`src/hdl/assert_macros.svh`:
```
// Assertion helpers for the RTL.
`ifndef ASSERT_MACROS_SVH
`define ASSERT_MACROS_SVH

// Checked on every rising edge once reset is released.
`define ASSERT_CLK(lbl, clk, rst_n, prop) \
  lbl: assert property (@(posedge clk) disable iff (!rst_n) prop) \
    else $error("assertion failed");

// The condition must never hold outside reset.
`define ASSERT_NEVER(lbl, clk, rst_n, cond) \
  lbl: assert property (@(posedge clk) disable iff (!rst_n) !(cond)) \
    else $error("forbidden condition seen");

`endif

```
`src/hdl/efsd_pkg.sv`:
```
`timescale 1ns / 1ps
`default_nettype none
package efsd_pkg;

  localparam int MAX_SERVERS = 16;
  localparam int TIME_BITS   = 32;
  localparam int ID_W        = $clog2(MAX_SERVERS);
  localparam int CNT_W       = $clog2(MAX_SERVERS + 1);
  localparam int SRV_W       = 5;
  localparam int CFG_W       = 5;
  localparam int DUR_W       = 16;

  typedef struct packed {
    logic [TIME_BITS-1:0] busy;
    logic [ID_W-1:0]      id;
  } efsd_key_t;

  typedef struct packed {
    logic            load;
    logic            move;
    efsd_key_t       k;
    logic [CNT_W-1:0] count;
  } efsd_ctl_t;

  typedef enum logic [2:0] {
    ST_IDLE = 3'b001,
    ST_MOVE = 3'b010,
    ST_NEXT = 3'b100
  } efsd_state_t;

  // Order by busy-until time, then by server id.
  function automatic logic key_lt(input efsd_key_t a, input efsd_key_t b);
    key_lt = (a.busy < b.busy) || ((a.busy == b.busy) && (a.id < b.id));
  endfunction

endpackage
`default_nettype wire

```
`src/hdl/efsd_cell.sv`:
```
`timescale 1ns / 1ps
`default_nettype none
module efsd_cell (
  input  logic                       clk,
  input  logic                       rst_n,
  input  efsd_pkg::efsd_ctl_t        ctl,
  input  logic [efsd_pkg::ID_W-1:0]  cell_idx,
  input  logic                       is_pick,
  input  logic                       is_after,
  input  efsd_pkg::efsd_key_t        nb_key,
  input  logic                       nb_lt,
  output efsd_pkg::efsd_key_t        view_key,
  output logic                       lt,
  output logic                       active
);
  import efsd_pkg::*;

  efsd_key_t key_r, key_nxt, init_key;

  assign init_key.busy = '0;
  assign init_key.id   = cell_idx;

  assign view_key = ctl.load ? init_key : key_r;
  assign active   = (CNT_W'(view_key.id) < ctl.count);

  // Only cells right of the picked one compare their key against the moved entry.
  assign lt = is_after && key_lt(key_r, ctl.k);

  always_comb begin
    key_nxt = key_r;
    if (ctl.load) begin
      key_nxt = init_key;
    end else if (ctl.move) begin
      if (nb_lt) begin
        key_nxt = nb_key;
      end else if (is_pick || lt) begin
        key_nxt = ctl.k;
      end
    end
  end

  always_ff @(posedge clk) begin
    if (!rst_n) begin
      key_r <= init_key;
    end else begin
      key_r <= key_nxt;
    end
  end

endmodule
`default_nettype wire

```
`src/hdl/earliest_free_server_dispatch_top.sv`:
```
`timescale 1ns / 1ps
`default_nettype none
// Earliest-free server dispatch. The servers sit in a row of cells kept sorted
// by busy-until time and then by id, so the job goes to the first cell whose
// server is in use. In idle an accepted job picks the server and forms its new
// time, in move the entry shifts to its sorted place through the cell row, and
// in next, held while the output register keeps an unaccepted result, the next
// server is found and loaded there. A new job is taken once the state machine
// is back at idle, even while the previous result still waits in the output
// register. A job with restart set reloads all cells to zero times at
// acceptance. num_servers of 0 acts as 1, and one above the server count as it.
module earliest_free_server_dispatch_top (
  input  logic                          clk,
  input  logic                          rst_n,
  input  logic                          in_valid,
  output logic                          in_ready,
  input  logic                          in_restart,
  input  logic [efsd_pkg::DUR_W-1:0]    in_service_time,
  output logic                          out_valid,
  input  logic                          out_ready,
  output logic [efsd_pkg::SRV_W-1:0]    out_assigned_server,
  output logic [efsd_pkg::SRV_W-1:0]    out_next_server,
  output logic                          out_saturated,
  input  logic                          cfg_we,
  input  logic [efsd_pkg::CFG_W-1:0]    cfg_wdata
);
  import efsd_pkg::*;

  localparam int WIDE = CNT_W + CFG_W;

  efsd_state_t state_r, state_nxt;
  logic [CFG_W-1:0]        num_servers_r;
  efsd_key_t               k_r;
  logic [MAX_SERVERS-1:0]  pick_oh_r, after_r;
  logic                    sat_r;
  logic                    out_valid_r;
  logic [SRV_W-1:0]        out_assigned_r, out_next_r;
  logic                    out_sat_r;

  efsd_ctl_t               ctl;
  efsd_key_t               view_key [MAX_SERVERS];
  efsd_key_t               nb_key   [MAX_SERVERS];
  logic [MAX_SERVERS-1:0]  lt_w, nb_lt_w, active_w;
  logic [MAX_SERVERS-1:0]  first_oh, after_w;
  efsd_key_t               sel_key;
  logic [TIME_BITS:0]      sum;
  logic [CNT_W-1:0]        count;
  logic                    accept;
  logic                    out_load;
  logic [ID_W:0]           pick_id1, next_id1;

  assign accept   = in_valid && in_ready;
  assign in_ready = (state_r == ST_IDLE);
  assign out_load = (state_r == ST_NEXT) && (!out_valid_r || out_ready);

  always_comb begin
    if (num_servers_r == '0) begin
      count = CNT_W'(1);
    end else if (WIDE'(num_servers_r) > WIDE'(MAX_SERVERS)) begin
      count = CNT_W'(MAX_SERVERS);
    end else begin
      count = CNT_W'(num_servers_r);
    end
  end

  assign ctl.load  = accept && in_restart;
  assign ctl.move  = (state_r == ST_MOVE);
  assign ctl.k     = k_r;
  assign ctl.count = count;

  genvar gi;
  generate
    for (gi = 0; gi < MAX_SERVERS; gi++) begin : g_cell
      if (gi == MAX_SERVERS - 1) begin : g_last
        assign nb_key[gi]  = '0;
        assign nb_lt_w[gi] = 1'b0;
      end else begin : g_mid
        assign nb_key[gi]  = view_key[gi+1];
        assign nb_lt_w[gi] = lt_w[gi+1];
      end
      efsd_cell u_cell (
        .clk      (clk),
        .rst_n    (rst_n),
        .ctl      (ctl),
        .cell_idx (ID_W'(gi)),
        .is_pick  (pick_oh_r[gi]),
        .is_after (after_r[gi]),
        .nb_key   (nb_key[gi]),
        .nb_lt    (nb_lt_w[gi]),
        .view_key (view_key[gi]),
        .lt       (lt_w[gi]),
        .active   (active_w[gi])
      );
    end
  endgenerate

  // Lowest set bit: the first in-use server in sorted order.
  assign first_oh = active_w & ~(active_w - MAX_SERVERS'(1));
  assign after_w  = ~(first_oh | (first_oh - MAX_SERVERS'(1)));

  always_comb begin
    sel_key = '0;
    for (int i = 0; i < MAX_SERVERS; i++) begin
      if (first_oh[i]) begin
        sel_key = sel_key | view_key[i];
      end
    end
  end

  assign sum      = {1'b0, sel_key.busy} + (TIME_BITS+1)'(in_service_time);
  assign pick_id1 = {1'b0, k_r.id} + (ID_W+1)'(1);
  assign next_id1 = {1'b0, sel_key.id} + (ID_W+1)'(1);

  always_comb begin
    state_nxt = state_r;
    case (state_r)
      ST_IDLE: begin
        if (accept) state_nxt = ST_MOVE;
      end
      ST_MOVE: state_nxt = ST_NEXT;
      ST_NEXT: begin
        if (out_load) state_nxt = ST_IDLE;
      end
      default: state_nxt = ST_IDLE;
    endcase
  end

  always_ff @(posedge clk) begin
    if (!rst_n) begin
      state_r       <= ST_IDLE;
      num_servers_r <= CFG_W'(1);
      out_valid_r   <= 1'b0;
    end else begin
      state_r <= state_nxt;
      if (cfg_we) begin
        num_servers_r <= cfg_wdata;
      end
      if (out_load) begin
        out_valid_r <= 1'b1;
      end else if (out_ready) begin
        out_valid_r <= 1'b0;
      end
    end
  end

  always_ff @(posedge clk) begin
    if (accept) begin
      k_r.id    <= sel_key.id;
      k_r.busy  <= sum[TIME_BITS] ? {TIME_BITS{1'b1}} : sum[TIME_BITS-1:0];
      sat_r     <= sum[TIME_BITS];
      pick_oh_r <= first_oh;
      after_r   <= after_w;
    end
    if (out_load) begin
      out_assigned_r <= SRV_W'(pick_id1);
      out_next_r     <= SRV_W'(next_id1);
      out_sat_r      <= sat_r;
    end
  end

  assign out_valid           = out_valid_r;
  assign out_assigned_server = out_assigned_r;
  assign out_next_server     = out_next_r;
  assign out_saturated       = out_sat_r;

  // Cross-cell checks: the ids form a permutation and the row is sorted in idle.
  logic [MAX_SERVERS-1:0] id_seen;
  logic                   row_sorted;

  always_comb begin
    id_seen    = '0;
    row_sorted = 1'b1;
    for (int i = 0; i < MAX_SERVERS; i++) begin
      id_seen[view_key[i].id] = 1'b1;
    end
    for (int i = 0; i < MAX_SERVERS - 1; i++) begin
      if (!key_lt(view_key[i], view_key[i+1])) row_sorted = 1'b0;
    end
  end

`include "assert_macros.svh"

  `ASSERT_CLK(a_ids_unique, clk, rst_n, (&id_seen))
  `ASSERT_CLK(a_sorted_idle, clk, rst_n, (state_r == ST_IDLE) |-> row_sorted)
  `ASSERT_CLK(a_pick_onehot, clk, rst_n, (state_r == ST_MOVE) |-> $onehot(pick_oh_r))
  `ASSERT_NEVER(a_no_active, clk, rst_n, (active_w == '0))

endmodule
`default_nettype wire
```
`config.mk`:
```
export PLATFORM = sky130hd
export DESIGN_NAME = earliest_free_server_dispatch_top
export DESIGN_NICKNAME = d
export VERILOG_FILES = /design/src/hdl/efsd_pkg.sv /design/src/hdl/efsd_cell.sv /design/src/hdl/earliest_free_server_dispatch_top.sv
export VERILOG_INCLUDE_DIRS = /design/src /design/src/hdl
export SDC_FILE = /design/constraint.sdc
export NUM_CORES = 2
export LEC_CHECK = 0
export BUFFER_PORTS_ARGS = -buffer_cell sky130_fd_sc_hd__buf_2
export CORE_ASPECT_RATIO = 2
export CORE_UTILIZATION = 59
export CTS_CLUSTER_SIZE = 28
export DETAILED_ROUTE_END_ITERATION = 10
export GPL_TIMING_DRIVEN = 0
export HOLD_SLACK_MARGIN = 0.12
export PLACE_DENSITY = 0.82
export SYNTH_ARGS = -nofsm -noshare
export SYNTH_HDL_FRONTEND = slang
export SYNTH_SLANG_ARGS = --single-unit
export TNS_END_PERCENT = 10
```
`constraint.sdc`:
```
create_clock -name clk -period 24.5 [get_ports clk]
set_input_delay 6.125 -clock clk [delete_from_list [all_inputs] [get_ports clk]]
set_output_delay 6.125 -clock clk [all_outputs]
set_load 0.05 [all_outputs]
```
==> flow_summary.json, run 1 <==
{
  "gp_congestion": 1.23,
  "synth_ff_type": "dfxtp_1",
  "gr-total-overflow": 276,
  "die_y_um": 402,
  "cts_hold_buf": 0,
  "yosysWarningCount": 0,
  "port-buffer-count": 38,
  "cts-root-buf": "clkbuf_16",
  "cts.repair.resized": 0,
  "netlist_instances": 5760,
  "cts_buffers": 67,
  "synthTopCellsByArea": "dfxtp_1 25%, ha_1 15%, a21oi_1 5.6%",
  "syn_area_per_cell_um2": 8.20,
  "synth_fp_nets": 6364,
  "syn_area_um2": 47200,
  "haltStage": "global routing (5_1_grt)",
  "initial_utilization_pct": 59.6,
  "yosysTopAreaCellShare_pct": 24.8,
  "grt_usage_pct": 71.7,
  "synth_area_leader_cell": "dfxtp_1",
  "post-cts-setup-buffers": 0,
  "clkSinkCount": 664,
  "synth-edff-count": 79,
  "cts_buffer_depth": 3,
  "dp_hpwl_mm": 200,
  "grt_pass1_vias": 54500,
  "htreeDepth": 3,
  "boundaryPins": 40,
  "grt_pass1_wl_mm": 428,
  "yosys.cell_types.count": 106,
  "synth-seq-cells": 664,
  "place_inst": 6838,
  "status": "aborted with a tool error",
  "error_line": "[ERROR GRT-0116] Global routing finished with congestion. Check the congestion regions in the DRC Viewer.",
  "grt_max_degree": 78,
  "synth_async_sr_flop_share_pct": 0,
  "yosysSeqAreaShare_pct": 29.8,
  "rows": 146,
  "die_w_um": 202
}
-- cells in the mapped netlist (46+ instances only) --
cell      instances
nor3_1           63
a222oi_1         50
o21a_1          132
a21o_1          181
ha_1            576
inv_1            75
a22oi_1         113
a21oi_1         526
clkbuf_1        399
nand2b_1         46
nand3_1         116
dfxtp_1         585
o211ai_1         58
nor2_1          627
o21ai_0         300
nand4_1         123
nand2_1         393
and3_1          115
a31oi_1         179
mux2i_1         135
nor2b_1          55
edfxtp_1         79
a211oi_1        282
-- cell families after synthesis --
kind of cell | count (synthesis) | synth area share, %
XOR/XNOR | 22 | 0.408
buffers and inverters | 569 | 4.81
AO/OA/AOI/OAI | 2088 | 29.5
adder cells (fa/ha/maj) | 577 | 15.3
AND/OR/NAND/NOR | 1697 | 17.2
multiplexers | 143 | 3.05
flip-flops | 664 | 29.8
-- routing by layer --
layer | GRT usage, % | GRT overflow
met1 | 73.7 | 0
met2 | 92.8 | 153
met3 | 45.3 | 2
met4 | 76.2 | 121
met5 | 10.6 | 0
-- through the flow --
step | hold slack (ns) | instance area (um2) | setup slack [ns] | utilization (%)
after global placement | 0.420 | 48700 | 2.19 | 61.5
after detailed placement | 0.408 | 48800 | 4.05 | 61.6
after floorplan | 0.400 | 47200 | 10.16 | -
after CTS | 0.437 | 51300 | 4.71 | 64.6
==> inputs of run 2 (changes only) <==
--- a/config.mk
+++ b/config.mk
@@ -7,13 +7,10 @@
 export NUM_CORES = 2
 export LEC_CHECK = 0
 export BUFFER_PORTS_ARGS = -buffer_cell sky130_fd_sc_hd__buf_2
-export CORE_ASPECT_RATIO = 2
-export CORE_UTILIZATION = 59
-export CTS_CLUSTER_SIZE = 28
+export CORE_UTILIZATION = 40
 export DETAILED_ROUTE_END_ITERATION = 10
 export GPL_TIMING_DRIVEN = 0
-export HOLD_SLACK_MARGIN = 0.12
-export PLACE_DENSITY = 0.82
+export PLACE_DENSITY_LB_ADDON = 0.15
 export SYNTH_ARGS = -nofsm -noshare
 export SYNTH_HDL_FRONTEND = slang
 export SYNTH_SLANG_ARGS = --single-unit
==> flow_summary.json, run 2 <==
{
  "status": "finished with violations",
  "violations": "max-capacitance violations, max-slew violations",
  "fp.dieArea_um2": 119000,
  "synth_area_leader_cell": "dfxtp_1",
  "cpMostUsedCell": "clkbuf_1",
  "cts_buffers": 86,
  "seq_area_um2": 14100,
  "finalNetCount": 6519,
  "maxClockFrequency_ghz": 0.0426,
  "drtIter0Drc": 9472,
  "regMostFlops": "g_cell.u_cell.key_r",
  "cts_buffer_depth": 3,
  "cts.repair.resized": 0,
  "critPathKind": "in2reg",
  "dp_hpwl_mm": 248,
  "ir_drop_mv": 0.0545,
  "gr-total-overflow": 0,
  "cpPeakStageDelay_ns": 1.25,
  "die_y_um": 346,
  "htreeDepth": 3,
  "rows": 125,
  "synth.most_common_cell": "nor2_1",
  "port-buffer-count": 38,
  "placed_cell_area_um2": 49800,
  "antenna_found_initial": 31,
  "synth_async_sr_flop_share_pct": 0,
  "syn_area_um2": 47200,
  "gp_congestion": 1.11,
  "crit_slowest_cell": "nor2_2",
  "yosys.cell_types.count": 106,
  "boundaryPins": 40,
  "synth_fp_nets": 6364,
  "critPathCaptureType": "register",
  "multi_input_area_um2": 31100,
  "whs_ns": 0.422,
  "wl_per_cell_um": 43.2,
  "rsz0062_at_grt": "false",
  "cts_tree": "built",
  "synth-edff-count": 79,
  "period_needed_ns": 23.49,
  "crit_fanout": 10,
  "setup_total_negative_slack_ns": 0,
  "synth_ff_type": "dfxtp_1",
  "post-cts-setup-buffers": 0,
  "ys_top_cells_by_count": "627 x nor2_1, 585 x dfxtp_1, 576 x ha_1",
  "layout_common_cells": "625 x nor2_1, 585 x dfxtp_1, 576 x ha_1, 523 x a21oi_1, 407 x clkbuf_1",
  "dr.pass1.iters": 7,
  "min_path_cells": 0,
  "drtAntennaViolNets": 0,
  "grt_usage_pct": 52.4,
  "final_core_util_pct": 45.2,
  "syn_area_per_cell_um2": 8.20,
  "grt_pass1_wl_mm": 430,
  "slew_viol_final": 139,
  "setup.worst_path.start_class": "primary input",
  "drc": 0,
  "power_density_nw_per_um2": 60.7,
  "final_area_um2": 52700,
  "p_leak_nw": 22.1,
  "clkSinkCount": 664,
  "path_clk_slew_ns": 0.05,
  "yosysTopAreaCellShare_pct": 24.8,
  "vias_per_cell": 7.18,
  "finalSetupViolations": 0,
  "grt_max_degree": 78,
  "wl_mm": 325,
  "slew_headroom_pct": -11.5,
  "synth-seq-cells": 664,
  "synthTopCellsByArea": "dfxtp_1 25%, ha_1 15%, a21oi_1 5.6%",
  "arrival_ns": 24.06,
  "grt_pass1_vias": 48700,
  "worstMarginPinSlew_ns": 1.67,
  "rr_worst_depth": 40,
  "insertion_delay_ns": 0.73,
  "netlist_instances": 5760,
  "yosysSeqAreaShare_pct": 29.8,
  "die_w_um": 346,
  "final_common_cell": "nor2_1",
  "areaGrowthSynthToFinish_pct": 11.6,
  "largest_reg_flops": 576,
  "cts_hold_buf": 0,
  "stdcell_count": 7518,
  "core_area_um2": 117000,
  "cts-root-buf": "clkbuf_16",
  "hold_viol": 0,
  "hold_class": "reg2reg",
  "yosysWarningCount": 0,
  "maxCapViolations": 21,
  "clock_skew_ns": 0.0354,
  "layout-drive-gt1-share_pct": 6.07,
  "place_inst": 7348,
  "nFillCells": 12000,
  "initial_utilization_pct": 40.5,
  "required_ns": 25.07,
  "finalCritPeriodShare_pct": 95.9,
  "vias": 53900
}
-- run 2: cell counts after synthesis --
Identical to the previous run, type by type.
-- run 2: through the flow --
stage / total power, W / setup WS [ns]
floorplan: 0.00150 / 10.16
global placement: 0.00181 / -1.17
detailed placement: 0.00182 / 1.17
CTS: 0.00312 / 1.78
global route: 0.00322 / 1.58
finish: 0.00320 / 1.01
-- run 2: worst paths after layout --
check | to | slack, ns | startpoint
worst max-delay path | ctl[17]$_SDFFCE_PP1N_ | 1.01 | in_valid
worst min-delay path | out_saturated$_DFFE_PP_ | 0.42 | sat_r$_DFFE_PN_
worst max register to register | ctl[17]$_SDFFCE_PP1N_ | 6.08 | state_r[1]$_SDFFE_PN0P_
worst min register to register | out_saturated$_DFFE_PP_ | 0.42 | sat_r$_DFFE_PN_
-- run 2: power breakdown --
group,internal [W],switching [W],total (W)
registers,0.00113,0.0000436,0.00117
logic,0.000158,0.000527,0.000685
clock network,0.000748,0.000592,0.00134
total,0.00204,0.00116,0.00320
-- run 2: worst max-delay path, delay by kind of cell --
kind / cells / cell delay [ns]
buffers and inverters: 15 / 7.13
AND/OR/NAND/NOR: 15 / 7.49
AO/OA/AOI/OAI: 8 / 2.58
adder cells (fa/ha/maj): 3 / 0.58
-- run 2: area by class of cell --
type                    instances  area share, %
diodes                          9         0.0427
plain buffers                 457           3.52
clock buffers                 128           4.90
clock inverters                30          0.425
inverters                     112          0.814
multi-input cells            4527           58.9
flip-flops and latches        664           26.7
well taps                    1524           3.62
repair buffers                 67           1.10
-- run 2: cells by family (layout without fill, tap and decap cells) --
| family | count (synthesis) | in the layout | synth area share (%) |
|---|---|---|---|
| buf+inv | 569 | 794 | 4.81 |
| flops | 664 | 664 | 29.8 |
| mux | 143 | 143 | 3.05 |
| compound gates | 2088 | 2088 | 29.5 |
| xor+xnor | 22 | 22 | 0.408 |
| simple gates | 1697 | 1697 | 17.2 |
| fa+ha+maj | 577 | 577 | 15.3 |
| other cells | 0 | 9 | 0 |
-- run 2: routing by layer --
metal | GRT usage (%) | share of wire (%)
met2 | 71.4 | 38
met3 | 23.0 | 15
met5 | 0 | 0.036
met4 | 41.2 | 9.7
met1 | 63.8 | 37
Power figures use the tool's default switching activity.
